===== config.mk =====
export PLATFORM = sky130hd
export DESIGN_NAME = serial_frame_deframer_core
export DESIGN_NICKNAME = d
export VERILOG_FILES = /design/src/hw/rtl/sfd_pkg.sv /design/src/hw/rtl/sfd_cfg.sv /design/src/hw/rtl/sfd_parser.sv /design/src/hw/rtl/serial_frame_deframer_core.sv
export SDC_FILE = /design/constraint.sdc
export NUM_CORES = 1
export LEC_CHECK = 0
export BUFFER_PORTS_ARGS = -buffer_cell sky130_fd_sc_hd__buf_2
export CAP_MARGIN = 20
export CORE_MARGIN = 1.5
export CORE_UTILIZATION = 39
export DETAILED_ROUTE_END_ITERATION = 10
export SYNTH_ARGS = -nofsm -noshare
export SYNTH_HDL_FRONTEND = slang
export SYNTH_SLANG_ARGS = --single-unit

===== constraint.sdc =====
create_clock -name clk -period 7.26 [get_ports clk]
set_clock_uncertainty 0.2 [all_clocks]
set_input_delay 0.726 -clock clk [delete_from_list [all_inputs] [get_ports clk]]
set_output_delay 0.726 -clock clk [all_outputs]
set_load 0.02 [all_outputs]

===== src/hw/rtl/sfd_pkg.sv =====
package sfd_pkg;

	// frame kinds carried at position two
	localparam logic [7:0] KIND_T = 8'h54;
	localparam logic [7:0] KIND_D = 8'h44;

	// default size limit of one frame in bytes
	localparam int FRAME_LIMIT_DEF = 256;

	// configuration register indexes
	localparam int CFG_IDX_W = 8;
	localparam logic [CFG_IDX_W-1:0] CFG_SYNC_BYTE  = 8'd0;
	localparam logic [CFG_IDX_W-1:0] CFG_MAGIC_BYTE = 8'd1;
	localparam logic [CFG_IDX_W-1:0] CFG_END_BYTE   = 8'd2;
	localparam logic [CFG_IDX_W-1:0] CFG_EXP_VER    = 8'd3;

	// reset value of the expected version register
	localparam logic [7:0] EXP_VER_RST = 8'd1;

	typedef struct packed {
		logic [7:0] sync_byte;
		logic [7:0] magic_byte;
		logic [7:0] end_byte;
		logic [7:0] expected_version;
	} cfg_t;

	typedef struct packed {
		logic       consumed;
		logic       frame_ended;
		logic       frame_good;
		logic       version_match;
		logic [7:0] command;
		logic [7:0] payload_length;
	} res_t;

endpackage


===== src/hw/rtl/sfd_cfg.sv =====
module sfd_cfg (
	input  logic                           clk,
	input  logic                           arst_n,
	input  logic                           wr_en,
	input  logic [sfd_pkg::CFG_IDX_W-1:0]  wr_index,
	input  logic [7:0]                     wr_data,
	output sfd_pkg::cfg_t                  cfg
);
	import sfd_pkg::*;

	cfg_t cfg_q;

	// register writes, unknown indexes are dropped
	always_ff @(posedge clk or negedge arst_n) begin
		if (!arst_n) begin
			cfg_q.sync_byte        <= '0;
			cfg_q.magic_byte       <= '0;
			cfg_q.end_byte         <= '0;
			cfg_q.expected_version <= EXP_VER_RST;
		end else if (wr_en) begin
			case (wr_index)
				CFG_SYNC_BYTE:  cfg_q.sync_byte        <= wr_data;
				CFG_MAGIC_BYTE: cfg_q.magic_byte       <= wr_data;
				CFG_END_BYTE:   cfg_q.end_byte         <= wr_data;
				CFG_EXP_VER:    cfg_q.expected_version <= wr_data;
				default: ;
			endcase
		end
	end

	assign cfg = cfg_q;

endmodule


===== src/hw/rtl/sfd_parser.sv =====
module sfd_parser #(
	parameter int FRAME_LIMIT = sfd_pkg::FRAME_LIMIT_DEF
) (
	input  logic          clk,
	input  logic          arst_n,
	input  logic          step,
	input  logic [7:0]    rx_byte_s1,
	input  sfd_pkg::cfg_t cfg,
	output sfd_pkg::res_t res
);
	import sfd_pkg::*;

	localparam int CW = $clog2(FRAME_LIMIT + 1);
	localparam logic [CW-1:0] LIMIT_C  = CW'(FRAME_LIMIT);
	localparam logic [16:0]   LIMIT_W  = 17'(FRAME_LIMIT);

	// frame state
	logic          recv_q, recv_d;
	logic [CW-1:0] count_q, count_d;
	logic [CW-1:0] needed_q, needed_d;
	logic [7:0]    kind_q, kind_d;
	logic [7:0]    version_q, version_d;
	logic [7:0]    command_q, command_d;
	logic [15:0]   ann_q, ann_d;
	logic [7:0]    sum_q, sum_d;
	logic          sm_q, sm_d;
	logic          mok_q, mok_d;

	logic          start;
	logic [CW-1:0] pos;
	logic [CW-1:0] len;
	logic [CW-1:0] nd;
	logic [CW:0]   pos_w;
	logic [16:0]   full_len;
	logic          capped;

	always_comb begin
		recv_d    = recv_q;
		count_d   = count_q;
		needed_d  = needed_q;
		kind_d    = kind_q;
		version_d = version_q;
		command_d = command_q;
		ann_d     = ann_q;
		sum_d     = sum_q;
		sm_d      = sm_q;
		mok_d     = mok_q;
		res       = '0;
		start     = !recv_q && (rx_byte_s1 == cfg.sync_byte);
		pos       = start ? '0 : count_q;
		len       = pos + CW'(1);
		pos_w     = {1'b0, pos};
		nd        = start ? '0 : needed_q;
		full_len  = '0;
		capped    = 1'b0;

		if (recv_q || start) begin
			if (start) begin
				sum_d = '0;
				sm_d  = 1'b0;
				mok_d = 1'b0;
			end

			// header fields by position
			case (pos)
				CW'(1): mok_d     = (rx_byte_s1 == cfg.magic_byte);
				CW'(2): kind_d    = rx_byte_s1;
				CW'(3): version_d = rx_byte_s1;
				CW'(4): command_d = rx_byte_s1;
				CW'(5): ann_d     = {ann_q[15:8], rx_byte_s1};
				CW'(6): ann_d     = {rx_byte_s1, ann_q[7:0]};
				default: ;
			endcase

			// running checksum from the version byte through the payload, then compare at checksum byte
			if (pos >= CW'(3) && (nd == '0 || (pos_w + (CW+1)'(3)) <= {1'b0, nd}))
				sum_d = sum_d + rx_byte_s1;
			if (nd != '0 && (pos_w + (CW+1)'(2)) == {1'b0, nd})
				sm_d = (sum_d == rx_byte_s1);

			res.consumed = 1'b1;
			count_d      = len;
			recv_d       = 1'b1;
			needed_d     = nd;

			if (len >= CW'(4) && nd == '0 && !mok_d) begin
				// bad magic drops the frame
				recv_d       = 1'b0;
				count_d      = '0;
				needed_d     = '0;
				res.consumed = (rx_byte_s1 == cfg.sync_byte);
			end else begin
				// learn the length once the type fields are in
				if (len >= CW'(4) && nd == '0) begin
					if (kind_d == KIND_T && len >= CW'(7))
						full_len = 17'd9 + {1'b0, ann_d};
					else if (kind_d == KIND_D && len >= CW'(6))
						full_len = 17'd8 + {9'd0, ann_d[7:0]};
					if (full_len > LIMIT_W)
						needed_d = LIMIT_C;
					else
						needed_d = full_len[CW-1:0];
				end

				capped = (17'd9 + {1'b0, ann_d}) > LIMIT_W;

				// frame end, size limit
				if (needed_d != '0 && len >= needed_d) begin
					res.frame_ended = 1'b1;
					if (kind_d == KIND_T && !capped && sm_d
						&& rx_byte_s1 == cfg.end_byte) begin
						res.frame_good     = 1'b1;
						res.version_match  = (version_d == cfg.expected_version);
						res.command        = command_d;
						res.payload_length = ann_d[7:0];
					end
					recv_d   = 1'b0;
					count_d  = '0;
					needed_d = '0;
				end else if (len >= LIMIT_C) begin
					recv_d   = 1'b0;
					count_d  = '0;
					needed_d = '0;
				end
			end
		end
	end

	// state update per processed byte
	always_ff @(posedge clk or negedge arst_n) begin
		if (!arst_n) begin
			recv_q    <= 1'b0;
			count_q   <= '0;
			needed_q  <= '0;
			kind_q    <= '0;
			version_q <= '0;
			command_q <= '0;
			ann_q     <= '0;
			sum_q     <= '0;
			sm_q      <= 1'b0;
			mok_q     <= 1'b0;
		end else if (step) begin
			recv_q    <= recv_d;
			count_q   <= count_d;
			needed_q  <= needed_d;
			kind_q    <= kind_d;
			version_q <= version_d;
			command_q <= command_d;
			ann_q     <= ann_d;
			sum_q     <= sum_d;
			sm_q      <= sm_d;
			mok_q     <= mok_d;
		end
	end

endmodule


===== src/hw/rtl/serial_frame_deframer_core.sv =====
// Serial frame deframer. Takes one received byte per transaction and returns
// one result per byte, in order: whether the byte was consumed, and on the
// last byte of a frame whether it ended, whether a T frame passed its
// checksum and end byte checks, the version match, command and low byte of
// the payload length. Sustains one byte per clock unless the receiver stalls;
// a byte passes the input register, then the frame logic into the result
// register, which lets a new byte enter while an earlier result waits.
// FRAME_LIMIT bounds the frame size and the byte counter width. Write the
// configuration registers only while no byte is in flight.
module serial_frame_deframer_core #(
	parameter int FRAME_LIMIT = sfd_pkg::FRAME_LIMIT_DEF
) (
	input  logic                          clk,
	input  logic                          arst_n,
	input  logic                          in_valid,
	output logic                          in_ready,
	input  logic [7:0]                    rx_byte,
	output logic                          out_valid,
	input  logic                          out_ready,
	output logic                          consumed,
	output logic                          frame_ended,
	output logic                          frame_good,
	output logic                          version_match,
	output logic [7:0]                    command,
	output logic [7:0]                    payload_length,
	input  logic                          cfg_valid,
	output logic                          cfg_ready,
	input  logic [sfd_pkg::CFG_IDX_W-1:0] cfg_index,
	input  logic [7:0]                    cfg_data
);
	import sfd_pkg::*;

	cfg_t       cfg;
	res_t       res;
	res_t       res_s2;
	logic       valid_s1;
	logic       valid_s2;
	logic [7:0] rx_byte_s1;
	logic       step;

	assign cfg_ready = 1'b1;

	// configuration registers
	sfd_cfg u_cfg (
		.clk      (clk),
		.arst_n   (arst_n),
		.wr_en    (cfg_valid),
		.wr_index (cfg_index),
		.wr_data  (cfg_data),
		.cfg      (cfg)
	);

	// stage handshake
	assign step     = valid_s1 && (!valid_s2 || out_ready);
	assign in_ready = !valid_s1 || step;

	// input register
	always_ff @(posedge clk or negedge arst_n) begin
		if (!arst_n) begin
			valid_s1 <= 1'b0;
		end else if (in_ready) begin
			valid_s1 <= in_valid;
		end
	end

	always_ff @(posedge clk) begin
		if (in_valid && in_ready) begin
			rx_byte_s1 <= rx_byte;
		end
	end

	// frame logic
	sfd_parser #(
		.FRAME_LIMIT (FRAME_LIMIT)
	) u_parser (
		.clk        (clk),
		.arst_n     (arst_n),
		.step       (step),
		.rx_byte_s1 (rx_byte_s1),
		.cfg        (cfg),
		.res        (res)
	);

	// result register
	always_ff @(posedge clk or negedge arst_n) begin
		if (!arst_n) begin
			valid_s2 <= 1'b0;
		end else if (step) begin
			valid_s2 <= 1'b1;
		end else if (out_ready) begin
			valid_s2 <= 1'b0;
		end
	end

	always_ff @(posedge clk) begin
		if (step) begin
			res_s2 <= res;
		end
	end

	assign out_valid      = valid_s2;
	assign consumed       = res_s2.consumed;
	assign frame_ended    = res_s2.frame_ended;
	assign frame_good     = res_s2.frame_good;
	assign version_match  = res_s2.version_match;
	assign command        = res_s2.command;
	assign payload_length = res_s2.payload_length;

endmodule


**After elaboration in Yosys (flattened, before gate mapping)**

Cells that the tools add are included.

- Muxes and demuxes: 42
- Magnitude comparators: 9
- Bitwise operators: 3
- Eq/ne operators: 17
- Reduce and logical (&&, ||, !) cells: 35
- $add $sub $neg: 6

Operator list:

| kind | count |
|---|---|
| 9-bit 2-to-1 mux | 12 |
| 17-bit 2-to-1 mux | 5 |
| 8-bit 2-to-1 mux | 9 |
| 8-bit == test | 5 |
| 17-bit by 9-bit greater-than comparator with 1-bit output, second input constant | 2 |
| 16-bit one-hot mux with 2 select lines | 1 |
| 9-bit by 3-bit == test with 1-bit output, second input constant | 3 |
| 9-bit by 3-bit >= comparator with 1-bit output, second input constant | 3 |
| 9-bit by 2-bit adder with 10-bit output, second input constant | 2 |
| 19-bit 2-to-1 mux | 1 |
| 9-bit by 2-bit == test with 1-bit output, second input constant | 2 |
| 18-bit 2-to-1 mux | 1 |
| 9-bit nonzero test | 2 |
| 4-bit by 16-bit adder with 17-bit output, first input constant | 1 |
| 8-bit by 2-bit == test with 1-bit output, second input constant | 2 |
| 8-bit by 7-bit == test with 1-bit output, second input constant | 2 |
| 16-bit 2-to-1 mux | 1 |
| 1-bit logical AND | 13 |
| 1-bit 2-to-1 mux | 12 |
| 10-bit by 9-bit == test with 1-bit output | 1 |
| 10-bit by 9-bit <= comparator with 1-bit output | 1 |
| 2-bit AND reduction | 5 |
| 4-bit by 8-bit adder with 9-bit output, first input constant | 1 |
| 9-bit by 1-bit adder with 9-bit output, second input constant | 1 |
| other kinds (15) | 24 |

- Input bits: 29
- Flip-flop bits (word level): 131
- Word-level logic and storage cells: 135

**Longest topological paths before layout**

Gate-level depths: netlist of run 1.

- Depth after elaboration: 22
- Gate-level depth with buffers: 42

**Cells and area by module**

A second synthesis of run 1 with hierarchy kept.

- Cells, all modules: 887
- Area, all modules: 8680.8 um^2

By module, submodules not included:

| module | seq. area each (um^2) | area an instance (um^2) | instances | cells each |
|---|---|---|---|---|
| sfd_parser | 1726.7 | 6468.7 | 1 | 777 |
| sfd_cfg | 802.0 | 1256.2 | 1 | 72 |
| serial_frame_deframer_core | 890.9 | 955.9 | 1 | 38 |

**Least setup slack after synthesis of run 1**

No wires, ideal clock.

- Kind: register to register
- Start: reg rx_byte_s1[1]
- End: reg res_s2 (netlist bit payload_length[2]) (data pin)
- Period minus slack after synthesis: 7.894 ns
- Stages on the path, launching flop included: 42
- Slack: -0.634 ns
- Library setup time: 0.273 ns
- Arrival: 7.421 ns
- Cell sequence: edfxtp_1 buf_2 xnor2_1 and4_1 buf_2 nand3_1 clkbuf_1 clkbuf_1 clkbuf_1 nand2_1 inv_1 ha_1 nand3b_1 nor3_2 o31ai_1 o221a_2 buf_2 inv_1 [... 6 more ...] a31oi_2 nor2_1 a21o_1 ha_1 nand2b_1 a21o_1 a21o_1 a21oi_1 nor2b_1 o21ai_0 nand2b_1 a21o_1 a21o_1 a21oi_1 o21ba_4 o2111ai_4 buf_6 nor2_1

- Cells in the longest elaborated chain, start to end: 22
- Elaborated cells on any way between the ends: 72
- Classes of those cells: add/sub: 6; order compare: 8; eq/ne: 11; mux: 25; bitwise: 3; reduce/logical: 19

RTL lines:

| item | RTL line | RTL |
|---|---|---|
| start, declared | serial_frame_deframer_core.sv:38 | `logic [7:0] rx_byte_s1;` |
| start signal, assigned | serial_frame_deframer_core.sv:68 | `rx_byte_s1 <= rx_byte;` |
| branches (longest 22 deep; another with 17-bit by 9-bit greater-than comparator with 1-bit output) | -- |  |
| end signal, assigned | serial_frame_deframer_core.sv:97 | `res_s2 <= res;` |
| end, declared | serial_frame_deframer_core.sv:35 | `res_t res_s2;` |

Several ways; the timed one is not identified. The select of a mux whose other input is x is not followed.
A chain may end at the register's enable or synchronous reset.

**Worst setup path after layout of run 1**

- Start: reg rx_byte_s1[0]
- End: reg res_s2 (netlist bit payload_length[0]) (data pin)

The elaborated chain is that of the path after synthesis.

==> results.yml, run 1 <==
status:
  status: "completed"
yosys:
  synth_edf_count: 28
  synth-seq-cells: 131
  syn_nets: 979
  synth_flop_cell: "dfrtp_1"
  synth-seq-area-share_pct: 39.4
  ys_types: 83
  syn_inst: 913
  synth_warnings: 0
  ys_async_sr_fraction_pct: 78.6
  syn-cell-area_um2: 8680
  syn_area_per_cell_um2: 9.51
sta:
  tns_ns: 0
  worstMarginPinSlew_ns: 0.986
  hold_viol_final: 0
  slew_violations: 0
  slew_headroom_pct: 34.3
  fin_crit_sh_pct: 95.9
  fmaxAchievable_mhz: 144
  setup_viol: 0
  min_period_ns: 6.96
  hold_slack_ns: 0.0315
die:
  boundaryPins: 52
  die-area_um2: 23200
  rows: 54
  dieHeight_um: 152
  die_w_um: 152
  core-area_um2: 21800
  initial_core_util_pct: 39.8
cells_and_area:
  drive_gt1_share_pct: 22.5
  num_antenna_cells: 0
  layout_commonest_cell: "dfrtp_1"
  syn_to_final_growth_pct: 17.8
  layout_common_cells: "dfrtp_1 (102), nand2_1 (93), nor2_1 (66), o21ai_0 (66), buf_2 (50)"
  nets: 1047
drt:
  num_vias: 7391
  routed_wl_um: 25200
  wl_per_cell_um: 19.8
  drc: 0
  detail-route-antenna-nets: 0
  via_per_inst: 5.80
  first_pass_iters: 7
  drtIter0Drc: 828
cts:
  clkSlewWorstSetupHoldPaths_ns: 0.07
  root_buffer: "clkbuf_16"
  numCtsBuffers: 17
  cts_hold_buf: 0
  cts_tree: "yes"
  cts.sinks: 131
  clk_latency_ns: 0.43
  ctsLongestPathBuffers: 2
  htree_levels: 4
pwr:
  cellLeakagePower_nw: 4.49
  cellPowerDensity_nw_per_um2: 314
  peakVddDrop_uv: 151
global_routing:
  grt_overflow: 0
  grt_usage_pct: 21.9
  grt_antenna_before_repair: 0
  grt_max_degree: 76
  grt_pass1_vias: 7144
  grt_pass1_wl_um: 39900
setup_path:
  cpMostUsedCell: "a21o_1"
  cp_slowest_cell: "or3_4"
  critPathLaunchType: "register"
  slowest_delay_ns: 0.47
  worstPathArrival_ns: 6.94
  r2r-start: "rx_byte_s1[0]"
  cp_data_required_time_ns: 7.23
  worstSetupPathType: "register to register"
  worstSetupStartpoint: "rx_byte_s1[0]"
  worst-path-max-fanout: 8
  endpoint_kind: "register"
flow_run:
  cap_violations: 0
hold_path:
  hp-class: "input port to async pin"
place:
  port_buffers: 50
  post-dp-hpwl_um: 18000
  place.gp.congestion: 0.988
## critical path: cells and delay by family, from the launching register on
kind            cells  cell delay (ns)
fa+ha+maj           3             0.60
compound gates     15             2.79
simple gates       12             1.91
buf+inv             3             0.51
flops               1             0.43
xor+xnor            1             0.23
## through the flow
step	util [%]	area (um2)	total power, mW	setup slack [ns]	cells
4_1_cts	45.8	10000	3.17	0.0629	1264
3_3_place_gp	43.1	9400	2.26	0.251	1231
2_1_floorplan	-	8760	1.92	0.00538	913
5_1_grt	46.9	10200	3.41	-0.0216	1274
6_report	46.9	10200	3.21	0.298	1274
3_5_place_dp	43.1	9410	2.27	0.110	1232
## metal layers
metal	up-vias	GRT usage, %	wire [um]
li1	3465	-	-
met1	3624	29.6	11400
met2	265	35.5	11800
met3	37	3.84	1550
met4	0	7.12	417
met5	-	0	0
## power by group
part	switching, mW	internal, mW	leakage (nW)
Combinational	0.797	0.562	2.52
Sequential	0.0956	0.872	1.68
Clock	0.369	0.518	0.295
## sequential cells by signal (all words and copies together), names as in the netlist
signal	flops
u_parser.kind_q	8
u_parser.sum_q	8
out_valid	1
frame_ended	1
consumed	1
command	8
valid_s1	1
rx_byte_s1	8
u_parser.ann_q	16
u_cfg.cfg	32
u_parser.version_q	8
frame_good	1
u_parser.count_q	9
payload_length	8
version_match	1
u_parser.command_q	8
u_parser.recv_q	1
u_parser.mok_q	1
u_parser.sm_q	1
u_parser.needed_q	9
## Yosys cell counts (all sizes together), types with 5 or more instances
master	instances	area share, %
nand3b	6	0.52
a22o	18	1.8
mux2	49	6.4
ha	36	5.2
o31ai	7	0.76
o21ai	69	4.0
a31oi	12	1.0
nand2b	14	1.0
nor2b	9	0.65
mux2i	14	1.6
xor2	29	2.9
o211ai	5	0.43
and4	5	0.50
buf	17	1.1
o22ai	9	0.65
dfrtp	102	29
nor2	67	2.9
and3	7	0.50
inv	27	1.2
nand3	20	1.2
and2	21	1.5
a22oi	9	0.78
clkbuf	32	1.4
nor3	13	0.99
a21oi	28	1.7
xnor2	50	5.0
edfxtp	28	9.7
a21o	12	1.0
nand4	20	1.4
a21boi	11	0.95
nand2	95	4.1
nor4	11	0.79
## cell type report
cell class / count / area (um2)
multi-input cells: 706 / 5110
inverters: 27 / 104
flip-flops and latches: 131 / 3420
repair buffers: 98 / 653
well taps: 280 / 350
clock buffers: 18 / 429
clock inverters: 14 / 164
fillers: 2059 / 11600
## worst paths after layout
kind	slack, ns	endpoint	depth (start not counted)
min in group clk	0.27	rx_byte_s1[6]	1
hold reg to reg	0.28	out_valid	1
hold / removal	0.03	u_parser.needed_q[7]	1
max in group asynchronous	5.48	u_parser.command_q[3]	2
setup / recovery	0.30	payload_length[0]	34
setup reg to reg	0.30	payload_length[0]	34
## logic make-up after synthesis
| family | synth area share (%) |
|---|---|
| other | 0.0432 |
| XOR/XNOR | 7.97 |
| adder cells (fa/ha/maj) | 5.42 |
| AND/OR/NAND/NOR | 17.6 |
| buffers and inverters | 3.69 |
| flip-flops | 39.4 |
| AO/OA/AOI/OAI | 17.9 |
| multiplexers | 7.97 |
## what timing repair did
| item | 4_1_cts | 5_1_grt |
|---|---|---|
| gates resized for setup | 0 | 22 |
| endpoints found under the setup margin | 0 | 37 |
| buffers inserted | 0 | 9 |
No activity file was read; power rests on OpenSTA's default activity.
==> run 2: changes to the inputs <==
--- a/config.mk
+++ b/config.mk
@@ -5,9 +5,10 @@
 export SDC_FILE = /design/constraint.sdc
 export NUM_CORES = 1
 export LEC_CHECK = 0
+export ABC_AREA = 1
 export BUFFER_PORTS_ARGS = -buffer_cell sky130_fd_sc_hd__buf_2
 export CAP_MARGIN = 20
-export CORE_MARGIN = 1.5
+export CORE_ASPECT_RATIO = 0.6
 export CORE_UTILIZATION = 39
 export DETAILED_ROUTE_END_ITERATION = 10
 export SYNTH_ARGS = -nofsm -noshare
==> results.yml, run 2 <==
status:
  status: "completed"
global_routing:
  grt_usage_pct: 23.8
  grt_pass1_vias: 6957
  grt_antenna_before_repair: 1
  grt_max_degree: 99
  grt_overflow: 0
  grt_pass1_wl_um: 41500
sta:
  rsz0062_at_grt: "no"
  hold_viol_final: 0
  slew_headroom_pct: 32.5
  min_period_ns: 6.48
  setup_viol: 0
  worstMarginPinSlew_ns: 1.01
  tns_ns: 0
  fin_crit_sh_pct: 89.3
  slew_violations: 0
  fmaxAchievable_mhz: 154
  hold_slack_ns: 0.174
drt:
  num_vias: 7842
  drt-met1-wl_um: 14400
  via_per_inst: 5.17
  top_layer_used: "met4"
  drc: 0
  first_pass_iters: 6
  detail-route-antenna-nets: 0
  wl_per_cell_um: 17.4
  routed_wl_um: 26300
  dr_wl_met2_um: 9080
  wl_met3_um: 2650
  drtIter0Drc: 828
pwr:
  peakVddDrop_uv: 167
  comb_power_share_pct: 44.9
  cellPowerDensity_nw_per_um2: 338
  netSwitchingFraction_pct: 44.5
  p_int_mw: 1.87
  seqPwrFrac_pct: 29.8
  pwr-share-clk_pct: 25.3
  cellLeakagePower_nw: 4.96
  p_sw_mw: 1.50
cells_and_area:
  nets: 1261
  num_antenna_cells: 0
  drive_gt1_share_pct: 15.6
  largest_reg_flops: 32
  seq_area_um2: 3420
  layout_commonest_cell: "nand2_1"
  fillers: 2264
  syn_to_final_growth_pct: 12.2
  multiInputGateArea_um2: 4780
  layout_common_cells: "nand2_1 (352), dfrtp_1 (102), inv_1 (96)"
die:
  dieHeight_um: 119
  die-area_um2: 23400
  initial_core_util_pct: 40.0
  rows: 42
  core-area_um2: 22200
  die_w_um: 197
  boundaryPins: 52
setup_path:
  worst-path-max-fanout: 22
  worstSetupStartpoint: "rx_byte_s1[0]"
  r2r-end: "u_parser.recv_q"
  endpoint_kind: "register"
  cp_slowest_cell: "edfxtp_1"
  cpMostUsedCell: "nand2_1"
  critPathLaunchType: "register"
  r2r-start: "rx_byte_s1[0]"
  ff2ff_path_depth: 40
  worstPathArrival_ns: 6.55
  cp_data_required_time_ns: 7.33
  slowest_delay_ns: 0.64
  worstSetupPathType: "register to register"
  r2r_slack_ns: 0.78
cts:
  cts_resized: 0
  clk_latency_ns: 0.44
  root_buffer: "clkbuf_16"
  cts.sinks: 131
  cts_hold_buf: 0
  ctsLongestPathBuffers: 2
  post-cts-setup-buffer-count: 0
  clkSlewWorstSetupHoldPaths_ns: 0.06
  htree_levels: 4
  cts_tree: "yes"
  numCtsBuffers: 17
hold_path:
  hp-class: "input port to async pin"
place:
  port_buffers: 50
  post-dp-hpwl_um: 19700
  place.gp.congestion: 0.951
yosys:
  ys_types: 56
  synth_most_common_cell: "nand2_1"
  synth_warnings: 0
  synth_area_leaders: "dfrtp_1 (29%), nand2_1 (15%), edfxtp_1 (9.5%)"
  synth_commonest_cells: "nand2_1 (353), dfrtp_1 (102), inv_1 (96), nand3_1 (92), o21ai_0 (92)"
  synth_flop_cell: "dfrtp_1"
  syn_nets: 1216
  syn_inst: 1150
  synth-seq-cells: 131
  synth_edf_count: 28
  syn-cell-area_um2: 8870
  netlist.area_leader.share_pct: 28.8
  synth_largest_area_cell: "dfrtp_1"
  ys_async_sr_fraction_pct: 78.6
  syn_area_per_cell_um2: 7.71
  synth-seq-area-share_pct: 38.6
flow_run:
  cap_violations: 0
## run 2: cell types whose count changed in the layout (fill, tap and decap cells not counted), moves of 31 or more
cell     before  now
nand3_1      19   92
xnor2_1      43   12
mux2_2       49    0
buf_4        45   12
nand2_1      93  352
inv_1        26   96
## run 2: final cells by class
type	instances	area share, %
clock buffers	24	4.95
clock inverters	8	0.754
inverters	113	4.43
multi-input cells	870	48.1
flip-flops and latches	131	34.4
well taps	308	3.87
repair buffers	62	3.57
## run 2: layer usage
metal / up-vias / global-route usage, %
met5: - / 0
met4: 0 / 4.12
met3: 17 / 7.39
met2: 310 / 27.6
met1: 3694 / 40.5
li1: 3821 / -
## run 2: how the worst max path moves through the flow
stage	endpoint	depth (start not counted)	slack, ns
2_1_floorplan	version_match	43	1.64
3_3_place_gp	command[0]	39	0.76
5_1_grt	u_parser.recv_q	38	0.29
3_5_place_dp	payload_length[2]	39	0.60
6_report	u_parser.recv_q	40	0.78
4_1_cts	payload_length[2]	39	0.55
## run 2: cell families after synthesis
logic type,after synthesis,synth area share [%]
AND/OR/NAND/NOR,624,33.4
AO/OA/AOI/OAI,152,9.58
buffers and inverters,149,7.55
flip-flops,131,38.6
XOR/XNOR,55,5.43
adder cells (fa/ha/maj),37,5.30
other,1,0.0423
multiplexers,1,0.113
## run 2: worst max-delay path: cells and delay by family (launching register included)
kind            cells  cell delay (ns)
simple gates       28             3.41
fa+ha+maj           3             0.77
compound gates      4             0.67
flops               1             0.64
buf+inv             5             0.58
## run 2: through the flow
step	total power [mW]	util (%)	instances	setup slack [ns]	area, um2
2_1_floorplan	2.11	-	1150	1.64	8870
3_3_place_gp	2.49	42.1	1480	0.764	9340
3_5_place_dp	2.48	42.1	1480	0.600	9340
4_1_cts	3.35	44.7	1512	0.553	9910
5_1_grt	3.60	44.9	1516	0.290	9950
6_report	3.37	44.9	1516	0.776	9950
## run 2: power groups by stage
| stage | Sequential [mW] | Clock [mW] | Combinational, mW |
|---|---|---|---|
| after CTS | 0.999 | 0.867 | 1.48 |
| after detailed placement | 1.01 | 0 | 1.48 |
| after floorplan | 0.997 | 0 | 1.12 |
| after global routing | 1.02 | 0.901 | 1.69 |
| after global placement | 1.01 | 0 | 1.48 |
| final | 1.00 | 0.853 | 1.51 |
